## src/hw/rtl/pse_pkg.sv

```systemverilog
// Package for the PWM slot frame encoder: sizes, limits, register indexes
// and the command/status structs between controller and datapath.
// No dependencies.
`default_nettype none

package pse_pkg;

    localparam int unsigned BYTE_W         = 8;
    localparam int unsigned PRE_W          = 4;
    localparam int unsigned HDR_W          = 5;
    localparam int unsigned CFG_DATA_W     = 5;
    localparam int unsigned CNT_W          = 5;
    localparam int unsigned BIT_IDX_W      = 3;
    localparam int unsigned PHASE_W        = 2;
    localparam int unsigned LEN_W          = 6;

    localparam logic [PRE_W-1:0] MAX_PREAMBLE_BITS = PRE_W'(12);
    localparam logic [HDR_W-1:0] MAX_HEADER_SLOTS  = HDR_W'(16);
    localparam logic [PRE_W-1:0] PRE_RESET         = PRE_W'(12);
    localparam logic [HDR_W-1:0] HDR_RESET         = HDR_W'(16);

    // A single-byte frame needs 2*pb + hs + 51 slots; it fits when
    // 2*pb + hs stays at or below 64 - 51.
    localparam logic [LEN_W-1:0] ONE_BYTE_BUDGET   = LEN_W'(64 - 51);

    // Configuration register indexes
    typedef enum logic {
        CFG_PREAMBLE_BITS = 1'b0,
        CFG_HEADER_SLOTS  = 1'b1
    } t_cfg_idx;

    // Slot phases within one encoded bit, and within the stop pattern
    localparam logic [PHASE_W-1:0] PH_LEAD = PHASE_W'(0);
    localparam logic [PHASE_W-1:0] PH_MID  = PHASE_W'(1);
    localparam logic [PHASE_W-1:0] PH_TAIL = PHASE_W'(2);

    // What kind of slot the datapath produces this cycle
    typedef enum logic [2:0] {
        K_NONE,
        K_PRE,
        K_HDR,
        K_DATA,
        K_CSUM,
        K_STOP
    } t_kind;

    typedef struct packed {
        logic  load;    // accept a request byte
        logic  emit;    // produce one slot of the given kind
        t_kind kind;
    } t_cmd;

    typedef struct packed {
        logic in_frame;      // frame open; set when its first byte is taken
        logic cfg_pre_zero;  // configured preamble is empty
        logic cfg_hdr_zero;  // configured header gap is empty
        logic hdr_zero;      // latched header gap of this frame is empty
        logic fin;           // latched final mark, after the length check
        logic last;          // current slot is the last of its segment
        logic out_free;      // output register can take a slot
    } t_stat;

endpackage

`default_nettype wire

```

## src/hw/rtl/pse_req_if.sv

```systemverilog
// Request channel: one byte of the frame plus its final mark.
// Depends on pse_pkg.
`default_nettype none

interface pse_req_if;
    import pse_pkg::*;

    logic              valid;
    logic              ready;
    logic [BYTE_W-1:0] data_byte;
    logic              final_byte;

    modport source (output valid, output data_byte, output final_byte, input ready);
    modport sink   (input valid, input data_byte, input final_byte, output ready);
endinterface

`default_nettype wire

```

## src/hw/rtl/pse_slot_if.sv

```systemverilog
// Slot channel: one line slot, toggle or hold, with the end-of-frame flag.
// No dependencies.
`default_nettype none

interface pse_slot_if;
    logic valid;
    logic ready;
    logic slot_toggle;
    logic frame_end;

    modport source (output valid, output slot_toggle, output frame_end, input ready);
    modport sink   (input valid, input slot_toggle, input frame_end, output ready);
endinterface

`default_nettype wire

```

## src/hw/rtl/pse_ctrl.sv

```systemverilog
// Controller of the slot encoder: walks preamble, header, data, checksum
// and stop segments. Depends on pse_pkg.
`default_nettype none

module pse_ctrl (
    input  wire logic          i_clk,
    input  wire logic          i_rst_n,
    input  wire logic          i_req_valid,
    output logic               o_req_ready,
    input  wire pse_pkg::t_stat i_stat,
    output pse_pkg::t_cmd      o_cmd
);
    import pse_pkg::*;

    typedef enum logic [2:0] {
        S_IDLE,
        S_PRE,
        S_HDR,
        S_DATA,
        S_CSUM,
        S_STOP
    } t_state;

    t_state r_state;
    t_state n_state;
    t_kind  kind;
    logic   step;

    // Map state to slot kind
    always_comb begin
        unique case (r_state)
            S_PRE:   kind = K_PRE;
            S_HDR:   kind = K_HDR;
            S_DATA:  kind = K_DATA;
            S_CSUM:  kind = K_CSUM;
            S_STOP:  kind = K_STOP;
            default: kind = K_NONE;
        endcase
    end

    assign o_req_ready = (r_state == S_IDLE);
    assign step        = (r_state != S_IDLE) && i_stat.out_free;

    assign o_cmd.load = o_req_ready && i_req_valid;
    assign o_cmd.emit = step;
    assign o_cmd.kind = kind;

    // Leave idle on a request; on a segment's last slot, go to the next one or idle
    always_comb begin
        n_state = r_state;
        unique case (r_state)
            S_IDLE: begin
                if (i_req_valid) begin
                    priority if (i_stat.in_frame)      n_state = S_DATA;
                    else if (!i_stat.cfg_pre_zero)     n_state = S_PRE;
                    else if (!i_stat.cfg_hdr_zero)     n_state = S_HDR;
                    else                               n_state = S_DATA;
                end
            end
            S_PRE: begin
                if (step && i_stat.last) begin
                    n_state = i_stat.hdr_zero ? S_DATA : S_HDR;
                end
            end
            S_HDR: begin
                if (step && i_stat.last) n_state = S_DATA;
            end
            S_DATA: begin
                if (step && i_stat.last) n_state = i_stat.fin ? S_CSUM : S_IDLE;
            end
            S_CSUM: begin
                if (step && i_stat.last) n_state = S_STOP;
            end
            S_STOP: begin
                if (step && i_stat.last) n_state = S_IDLE;
            end
            default: n_state = S_IDLE;
        endcase
    end

    always_ff @(posedge i_clk) begin
        if (!i_rst_n) begin
            r_state <= S_IDLE;
        end else begin
            r_state <= n_state;
        end
    end

endmodule

`default_nettype wire

```

## src/hw/rtl/pse_dp.sv

```systemverilog
// Datapath of the slot encoder: configuration, byte shifter, running XOR,
// segment counters and the output slot register. Depends on pse_pkg.
`default_nettype none

module pse_dp (
    input  wire logic                     i_clk,
    input  wire logic                     i_rst_n,
    input  wire logic                     i_cfg_we,
    input  wire logic                     i_cfg_idx,
    input  wire logic [pse_pkg::CFG_DATA_W-1:0] i_cfg_data,
    input  wire logic [pse_pkg::BYTE_W-1:0]     i_data_byte,
    input  wire logic                     i_final_byte,
    input  wire pse_pkg::t_cmd            i_cmd,
    output pse_pkg::t_stat                o_stat,
    output logic                          o_slot_valid,
    input  wire logic                     i_slot_ready,
    output logic                          o_slot_toggle,
    output logic                          o_frame_end
);
    import pse_pkg::*;

    logic [PRE_W-1:0]     r_cfg_pre;
    logic [HDR_W-1:0]     r_cfg_hdr;
    logic [BYTE_W-1:0]    r_sh;
    logic [BYTE_W-1:0]    r_xor;
    logic                 r_in_frame;
    logic                 r_fin;
    logic [HDR_W-1:0]     r_hs;
    logic [CNT_W-1:0]     r_cnt;
    logic [BIT_IDX_W-1:0] r_bit;
    logic [PHASE_W-1:0]   r_ph;
    logic                 r_ovalid;
    logic                 r_otoggle;
    logic                 r_oend;

    logic [PRE_W-1:0]     pb_sat;
    logic [HDR_W-1:0]     hs_sat;
    logic [LEN_W-1:0]     head_len;
    logic                 fin_eff;
    logic                 out_free;
    logic                 bit_last;
    logic                 last;
    logic                 slot_toggle;
    logic                 slot_end;

    // Clamp the registers to their bounds
    assign pb_sat   = (r_cfg_pre > MAX_PREAMBLE_BITS) ? MAX_PREAMBLE_BITS : r_cfg_pre;
    assign hs_sat   = (r_cfg_hdr > MAX_HEADER_SLOTS)  ? MAX_HEADER_SLOTS  : r_cfg_hdr;
    assign head_len = LEN_W'({pb_sat, 1'b0}) + LEN_W'(hs_sat);

    // Drop the final mark when a one-byte frame would overflow the slot budget
    assign fin_eff  = i_final_byte && (r_in_frame || (head_len <= ONE_BYTE_BUDGET));

    assign out_free = !r_ovalid || i_slot_ready;
    assign bit_last = (r_bit == BIT_IDX_W'(BYTE_W - 1)) && (r_ph == PH_TAIL);

    // Pick the slot value and the segment end for the current kind
    always_comb begin
        slot_toggle = 1'b0;
        slot_end    = 1'b0;
        last        = 1'b0;
        unique case (i_cmd.kind)
            K_PRE: begin
                slot_toggle = 1'b1;
                last        = (r_cnt == CNT_W'(1));
            end
            K_HDR: begin
                last        = (r_cnt == CNT_W'(1));
            end
            K_DATA, K_CSUM: begin
                unique case (r_ph)
                    PH_LEAD: slot_toggle = 1'b1;
                    PH_MID:  slot_toggle = r_sh[0];
                    PH_TAIL: slot_toggle = !r_sh[0];
                    default: slot_toggle = 1'b0;
                endcase
                last = bit_last;
            end
            K_STOP: begin
                slot_toggle = (r_ph != PH_MID);
                slot_end    = (r_ph == PH_TAIL);
                last        = (r_ph == PH_TAIL);
            end
            default: begin
                slot_toggle = 1'b0;
            end
        endcase
    end

    assign o_stat.in_frame     = r_in_frame;
    assign o_stat.cfg_pre_zero = (r_cfg_pre == '0);
    assign o_stat.cfg_hdr_zero = (r_cfg_hdr == '0);
    assign o_stat.hdr_zero     = (r_hs == '0);
    assign o_stat.fin          = r_fin;
    assign o_stat.last         = last;
    assign o_stat.out_free     = out_free;

    // Write configuration registers
    always_ff @(posedge i_clk) begin
        if (!i_rst_n) begin
            r_cfg_pre <= PRE_RESET;
            r_cfg_hdr <= HDR_RESET;
        end else if (i_cfg_we) begin
            unique case (t_cfg_idx'(i_cfg_idx))
                CFG_PREAMBLE_BITS: r_cfg_pre <= i_cfg_data[PRE_W-1:0];
                CFG_HEADER_SLOTS:  r_cfg_hdr <= i_cfg_data[HDR_W-1:0];
                default:           r_cfg_pre <= r_cfg_pre;
            endcase
        end
    end

    // Frame state: open flag, final mark and running XOR
    always_ff @(posedge i_clk) begin
        if (!i_rst_n) begin
            r_in_frame <= 1'b0;
            r_xor      <= '0;
            r_fin      <= 1'b0;
        end else if (i_cmd.load) begin
            r_in_frame <= 1'b1;
            r_xor      <= (r_in_frame ? r_xor : '0) ^ i_data_byte;
            r_fin      <= fin_eff;
        end else if (i_cmd.emit && (i_cmd.kind == K_STOP) && last) begin
            r_in_frame <= 1'b0;
            r_xor      <= '0;
        end
    end

    // Segment counters, bit index and phase; with no preamble start on the header gap
    always_ff @(posedge i_clk) begin
        if (!i_rst_n) begin
            r_cnt <= '0;
            r_bit <= '0;
            r_ph  <= PH_LEAD;
        end else if (i_cmd.load) begin
            r_cnt <= (pb_sat == '0) ? CNT_W'(hs_sat) : CNT_W'({pb_sat, 1'b0});
            r_bit <= '0;
            r_ph  <= PH_LEAD;
        end else if (i_cmd.emit) begin
            unique case (i_cmd.kind)
                K_PRE:          r_cnt <= last ? CNT_W'(r_hs) : r_cnt - CNT_W'(1);
                K_HDR:          r_cnt <= r_cnt - CNT_W'(1);
                K_DATA, K_CSUM: begin
                    if (r_ph == PH_TAIL) begin
                        r_ph  <= PH_LEAD;
                        r_bit <= r_bit + BIT_IDX_W'(1);
                    end else begin
                        r_ph  <= r_ph + PHASE_W'(1);
                    end
                end
                K_STOP:         r_ph <= (r_ph == PH_TAIL) ? PH_LEAD : r_ph + PHASE_W'(1);
                default:        r_cnt <= r_cnt;
            endcase
        end
    end

    // Hold the byte being sent and the frame's header gap; switch to the checksum after the last bit
    always_ff @(posedge i_clk) begin
        if (i_cmd.load) begin
            r_sh <= i_data_byte;
            r_hs <= hs_sat;
        end else if (i_cmd.emit && ((i_cmd.kind == K_DATA) || (i_cmd.kind == K_CSUM))
                     && (r_ph == PH_TAIL)) begin
            r_sh <= bit_last ? r_xor : (r_sh >> 1);
        end
    end

    // Output slot register
    always_ff @(posedge i_clk) begin
        if (!i_rst_n) begin
            r_ovalid <= 1'b0;
        end else if (i_cmd.emit) begin
            r_ovalid <= 1'b1;
        end else if (i_slot_ready) begin
            r_ovalid <= 1'b0;
        end
    end

    always_ff @(posedge i_clk) begin
        if (i_cmd.emit) begin
            r_otoggle <= slot_toggle;
            r_oend    <= slot_end;
        end
    end

    assign o_slot_valid  = r_ovalid;
    assign o_slot_toggle = r_otoggle;
    assign o_frame_end   = r_oend;

endmodule

`default_nettype wire

```

## src/hw/rtl/pwm_slot_frame_encoder.sv

```systemverilog
// Top level of the PWM slot frame encoder: joins controller and datapath.
// Depends on pse_pkg, pse_req_if, pse_slot_if, pse_ctrl and pse_dp.
//
//   channel   dir  transaction          payload
//   i_req     in   one request byte     data_byte[7:0], final_byte
//   o_slot    out  one line slot        slot_toggle, frame_end
//   i_cfg_*   in   register write       i_cfg_idx selects, i_cfg_data[4:0]
//
// A byte is taken while the encoder is idle, then its slots leave one per
// cycle, while the slot channel does not stall, from a single output register:
// 24 slots for a byte inside a frame, up to 64 when the byte opens a frame
// (preamble, header, data) or closes it (checksum and stop). A stalled slot
// channel freezes the slot sequencer. Reset is synchronous, active low, and
// restores the preamble and header registers to 12 and 16.
`default_nettype none

module pwm_slot_frame_encoder (
    input  wire logic                        i_clk,
    input  wire logic                        i_rst_n,
    input  wire logic                        i_cfg_we,
    input  wire logic                        i_cfg_idx,
    input  wire logic [pse_pkg::CFG_DATA_W-1:0] i_cfg_data,
    pse_req_if.sink                          i_req,
    pse_slot_if.source                       o_slot
);
    import pse_pkg::*;

    t_cmd  cmd;
    t_stat stat;

    pse_ctrl u_ctrl (
        .i_clk       (i_clk),
        .i_rst_n     (i_rst_n),
        .i_req_valid (i_req.valid),
        .o_req_ready (i_req.ready),
        .i_stat      (stat),
        .o_cmd       (cmd)
    );

    pse_dp u_dp (
        .i_clk         (i_clk),
        .i_rst_n       (i_rst_n),
        .i_cfg_we      (i_cfg_we),
        .i_cfg_idx     (i_cfg_idx),
        .i_cfg_data    (i_cfg_data),
        .i_data_byte   (i_req.data_byte),
        .i_final_byte  (i_req.final_byte),
        .i_cmd         (cmd),
        .o_stat        (stat),
        .o_slot_valid  (o_slot.valid),
        .i_slot_ready  (o_slot.ready),
        .o_slot_toggle (o_slot.slot_toggle),
        .o_frame_end   (o_slot.frame_end)
    );

endmodule

`default_nettype wire
```

## src/flat_wrapper.sv

```systemverilog
// flat-port wrapper written by rule: the top's interface ports become plain ports
module pwm_slot_frame_encoder_flat import pse_pkg::*;
  (i_clk, i_rst_n, i_cfg_we, i_cfg_idx, i_cfg_data, i_req_valid, i_req_data_byte, i_req_final_byte, i_req_ready, o_slot_valid, o_slot_slot_toggle, o_slot_frame_end, o_slot_ready);
  pse_req_if i_req_i ();
  pse_slot_if o_slot_i ();
  input  wire logic i_clk;
  input  wire logic i_rst_n;
  input  wire logic i_cfg_we;
  input  wire logic i_cfg_idx;
  input  wire logic [pse_pkg::CFG_DATA_W-1:0] i_cfg_data;
  input wire logic [$bits(i_req_i.valid)-1:0] i_req_valid;
  input wire logic [$bits(i_req_i.data_byte)-1:0] i_req_data_byte;
  input wire logic [$bits(i_req_i.final_byte)-1:0] i_req_final_byte;
  output wire logic [$bits(i_req_i.ready)-1:0] i_req_ready;
  output wire logic [$bits(o_slot_i.valid)-1:0] o_slot_valid;
  output wire logic [$bits(o_slot_i.slot_toggle)-1:0] o_slot_slot_toggle;
  output wire logic [$bits(o_slot_i.frame_end)-1:0] o_slot_frame_end;
  input wire logic [$bits(o_slot_i.ready)-1:0] o_slot_ready;
  assign i_req_i.valid = i_req_valid;
  assign i_req_i.data_byte = i_req_data_byte;
  assign i_req_i.final_byte = i_req_final_byte;
  assign i_req_ready = i_req_i.ready;
  assign o_slot_valid = o_slot_i.valid;
  assign o_slot_slot_toggle = o_slot_i.slot_toggle;
  assign o_slot_frame_end = o_slot_i.frame_end;
  assign o_slot_i.ready = o_slot_ready;
  pwm_slot_frame_encoder u_core (.i_clk(i_clk), .i_rst_n(i_rst_n), .i_cfg_we(i_cfg_we), .i_cfg_idx(i_cfg_idx), .i_cfg_data(i_cfg_data), .i_req(i_req_i), .o_slot(o_slot_i));
endmodule
```

## config.mk

```make
export PLATFORM = sky130hd
export DESIGN_NAME = pwm_slot_frame_encoder_flat
export DESIGN_NICKNAME = d
export VERILOG_FILES = /design/src/hw/rtl/pse_pkg.sv /design/src/hw/rtl/pse_req_if.sv /design/src/hw/rtl/pse_slot_if.sv /design/src/hw/rtl/pse_ctrl.sv /design/src/hw/rtl/pse_dp.sv /design/src/hw/rtl/pwm_slot_frame_encoder.sv /design/src/flat_wrapper.sv
export SDC_FILE = /design/constraint.sdc
export NUM_CORES = 1
export LEC_CHECK = 0
export ABC_AREA = 1
export BUFFER_PORTS_ARGS = -buffer_cell sky130_fd_sc_hd__buf_4
export CAP_MARGIN = 20
export CORE_ASPECT_RATIO = 1.5
export CORE_MARGIN = 4
export CORE_UTILIZATION = 48
export CTS_CLUSTER_DIAMETER = 120
export DETAILED_ROUTE_END_ITERATION = 10
export PLACE_DENSITY = 0.69
export SLEW_MARGIN = 20
export SYNTH_ARGS = -nofsm -noshare
export SYNTH_HDL_FRONTEND = slang
export SYNTH_SLANG_ARGS = --single-unit
export TNS_END_PERCENT = 20
```

## constraint.sdc

```tcl
create_clock -name i_clk -period 2.5 [get_ports i_clk]
set_input_delay 0.125 -clock i_clk [delete_from_list [all_inputs] [get_ports i_clk]]
set_output_delay 0.125 -clock i_clk [all_outputs]
set_load 0.05 [all_outputs]
```

==> results_dict.tcl <==
set metrics [dict create \
    outcome "finished, final reports clean" \
    drtAntennaViolNets 0 \
    htreeDepth 2 \
    synthArstFlopShare_pct 0 \
    drt_iter0_markers 104 \
    final_max_slew_viol_count 0 \
    relSlewSlack_pct 66.58 \
    critPathKind "reg2reg" \
    ys_warn_count 0 \
    synth_cell_type_count 38 \
    rows 33 \
    synth-simple-area-share_pct 30.41 \
    synth.area.mux_share_pct 0 \
    setup_tns_ns 0 \
    syn_inst 355 \
    clock.fmax_mhz 456.0 \
    synth_seq_area_share_pct 40.18 \
    cts-buffers-inserted 5 \
    clockBufferDepth 2 \
    die_w_microns 69.97 \
    multi_input_area_sq_mm 0.001430 \
    finalInstanceArea_sq_mm 0.003087 \
    slowest_delay_ns 0.45 \
    cp-start-kind "flop" \
    setup_slack_ns 0.3070 \
    grt_max_degree 23 \
    nNetsFinal 408 \
    initial_core_util_pct 49.98 \
    cp_data_arrival_time_ns 2.17 \
    critical_path_required_ns 2.48 \
    grt_pass1_wl_mm 10.16 \
    dieArea_sq_mm 0.007064 \
    firstDrtPassIters 4 \
    worstPathMaxFanout 8 \
    drcViolationCount 0 \
    totalWireLength_mm 5.835 \
    finClkSkew_ns 0.005461 \
    tightest_slew_ns 0.5007 \
    p_per_area_mw_per_mm2 1062 \
    end_kind "flop" \
    crit_slowest_cell "dfxtp_1" \
    ioPinCount 24 \
    drv_cap 0 \
    core_sq_mm 0.005533 \
    dieHeight_microns 101.0 \
    rsz0062_at_grt "false" \
    clock_latency_ns 0.30 \
    dpl.hpwl_mm 4.542 \
    period_share_pct 87.72 \
    cp_common_cell "inv_1" \
    post_cts_resized 0 \
    final_cells 448 \
    hold_viol 0 \
    ys_seq_elements 48 \
    synth_top_family_by_area "simple AND/OR/NAND/NOR gates" \
    synth-xor-area-share_pct 2.534 \
    worstPathCellList "inv_1 -> ha_1 -> inv_1 -> nand3_2 -> nand2_2 -> nand2_1 -> nand2_2 -> inv_1 -> nor3_4 -> inv_1 -> nand2_1" \
    cts_hold_buf 0 \
    holdWs_ns 0.04426 \
    overflow 0 \
    fill_cells 543 \
    grt_usage_pct 17.83 \
    wl_per_cell_microns 13.02 \
    antenna_found_initial 0 \
    place_worst_setup_slack_ns 0.2906 \
    path_clk_slew_ns 0.09 \
    cts_tree "done" \
    port_buffers 23 \
    placed_cells_incl_taps 440 \
    synth_adder_area_share_pct 5.249 \
    hp-class "in2reg" \
    regArea_sq_mm 0.001111 \
    synth_edf_count 15 \
    vias_per_cell 5.270 \
    grt_pass1_vias 2344 \
    syn-num-nets 386 \
    setup_viol 0 \
    via_count 2361 \
    vdd_drop_max_uv 472.5 \
    gp_congestion 0.8478 \
    leakage_nw 1.397 \
    ys.flop_type "dfxtp_1" \
    drive_above_1_share_pct 16.40 \
    cts_setup_buffers 0 \
    syn_area_sq_mm 0.002765 \
    postPlaceCellArea_sq_mm 0.002993 \
    cts.sinks 48 \
    diodes 0 \
    period_needed_ns 2.193 \
    synth.avg_cell_area_sq_um 7.789 \
    cts_root_buf "clkbuf_8" \
    synth_compound_area_share_pct 13.53 \
    area_growth_pct 11.63 \
]
routing by layer:
metal	GRT usage, %	wire length (microns)	up-vias
li1	-	-	1221
met1	18.60	2270	1075
met2	33.65	3125	49
met3	3.094	215	16
met4	9.292	223	0
met5	0	0	-
placed cells by master, fill, tap and decap left out, drive strengths merged:
cell      Yosys  routed
nor4          1       1
dfxtp        33      33
a211oi        1       1
o21ai        21      21
o32ai         1       1
clkinvlp      0       1
clkinv        1       1
nand3b        9       9
nand4         1       1
xnor2         4       4
xor2          4       4
nand3        32      32
clkbuf        7       7
nor2         49      49
a21o          1       1
a31oi         9       9
a21oi        24      24
edfxtp       15      15
inv          46      46
buf           3      25
o22ai         3       3
nand2        69      69
a311oi        1       1
fa            1       1
nor3          4       4
ha           10      10
o211ai        5       5
report_power, final:
group          leakage (nW)  switching [mW]  internal (mW)
Clock                0.0445           0.260          0.225
Combinational         0.939            1.05          0.518
Sequential            0.414           0.165           1.06
synthesized netlist by cell type, types with 5 or more instances:
cell type  instances  area share [%]
a21oi_1           23             4.2
clkbuf_1           7            0.95
nand3b_1           9             2.4
a31oi_1            9             2.0
o211ai_1           5             1.4
inv_1             40             5.4
dfxtp_1           33              24
nor2_1            45             6.1
edfxtp_1          15              16
ha_1              10             4.5
nand3_1           26             4.7
nand2_1           57             7.7
inv_2              6            0.81
o21ai_0           14             2.5
o21ai_1            7             1.3
nand2_2           10             2.3
worst max-delay path: cells and delay by family, from the launching register on:
family                     cells  cell delay, ns
adders and majority gates      1            0.30
DFF                            1            0.45
buffers and inverters          4            0.34
and+or+nand+nor                6            0.77
stage by stage:
step / power [mW] / utilization (%)
final: 3.279 / 55.79
after global routing: 3.536 / 55.79
after detailed placement: 2.821 / 54.09
after CTS: 3.308 / 55.79
after floorplan: 2.473 / -
after global placement: 2.801 / 54.09
area by class of cell:
cell class	count	area share (%)
Multi-Input combinational cell	250	46.33
Sequential cell	48	36.00
Timing Repair Buffer	25	6.080
Inverter	47	5.715
Tap cell	70	2.837
Clock buffer	7	2.797
Clock inverter	1	0.2432
worst paths after layout:
| check | startpoint | to | slack (ns) | cells past startpoint |
|---|---|---|---|---|
| min reg2reg | u_core.u_dp.r_fin | u_core.u_dp.r_fin | 0.48 | 2 |
| max | u_core.u_ctrl.r_state[1] | u_core.u_dp.r_sh[2] | 0.31 | 11 |
| min | i_cfg_data[3] | u_core.u_dp.r_cfg_pre[3] | 0.04 | 3 |
| max reg2reg | u_core.u_ctrl.r_state[1] | u_core.u_dp.r_sh[2] | 0.31 | 11 |
sequential cells by signal, indices dropped and copies added (netlist names):
| name | flops |
|---|---|
| u_core.u_dp.r_sh | 8 |
| u_core.u_dp.r_xor | 8 |
| u_core.u_dp.r_cfg_hdr | 5 |
| u_core.u_dp.r_cnt | 5 |
| u_core.u_dp.r_hs | 5 |
| u_core.u_dp.r_cfg_pre | 4 |
| u_core.u_ctrl.r_state | 3 |
| u_core.u_dp.r_bit | 3 |
| u_core.u_dp.r_ph | 2 |
| u_core.u_dp.o_frame_end | 1 |
| u_core.u_dp.o_slot_toggle | 1 |
| u_core.u_dp.o_slot_valid | 1 |
| u_core.u_dp.r_fin | 1 |
| u_core.u_dp.r_in_frame | 1 |
cell families after synthesis:
| kind of cell | Yosys count |
|---|---|
| compound gates | 66 |
| xor+xnor | 8 |
| flops | 48 |
| fa+ha+maj | 11 |
| simple gates | 165 |
| buf+inv | 57 |
(Power assumes the default switching activity.)
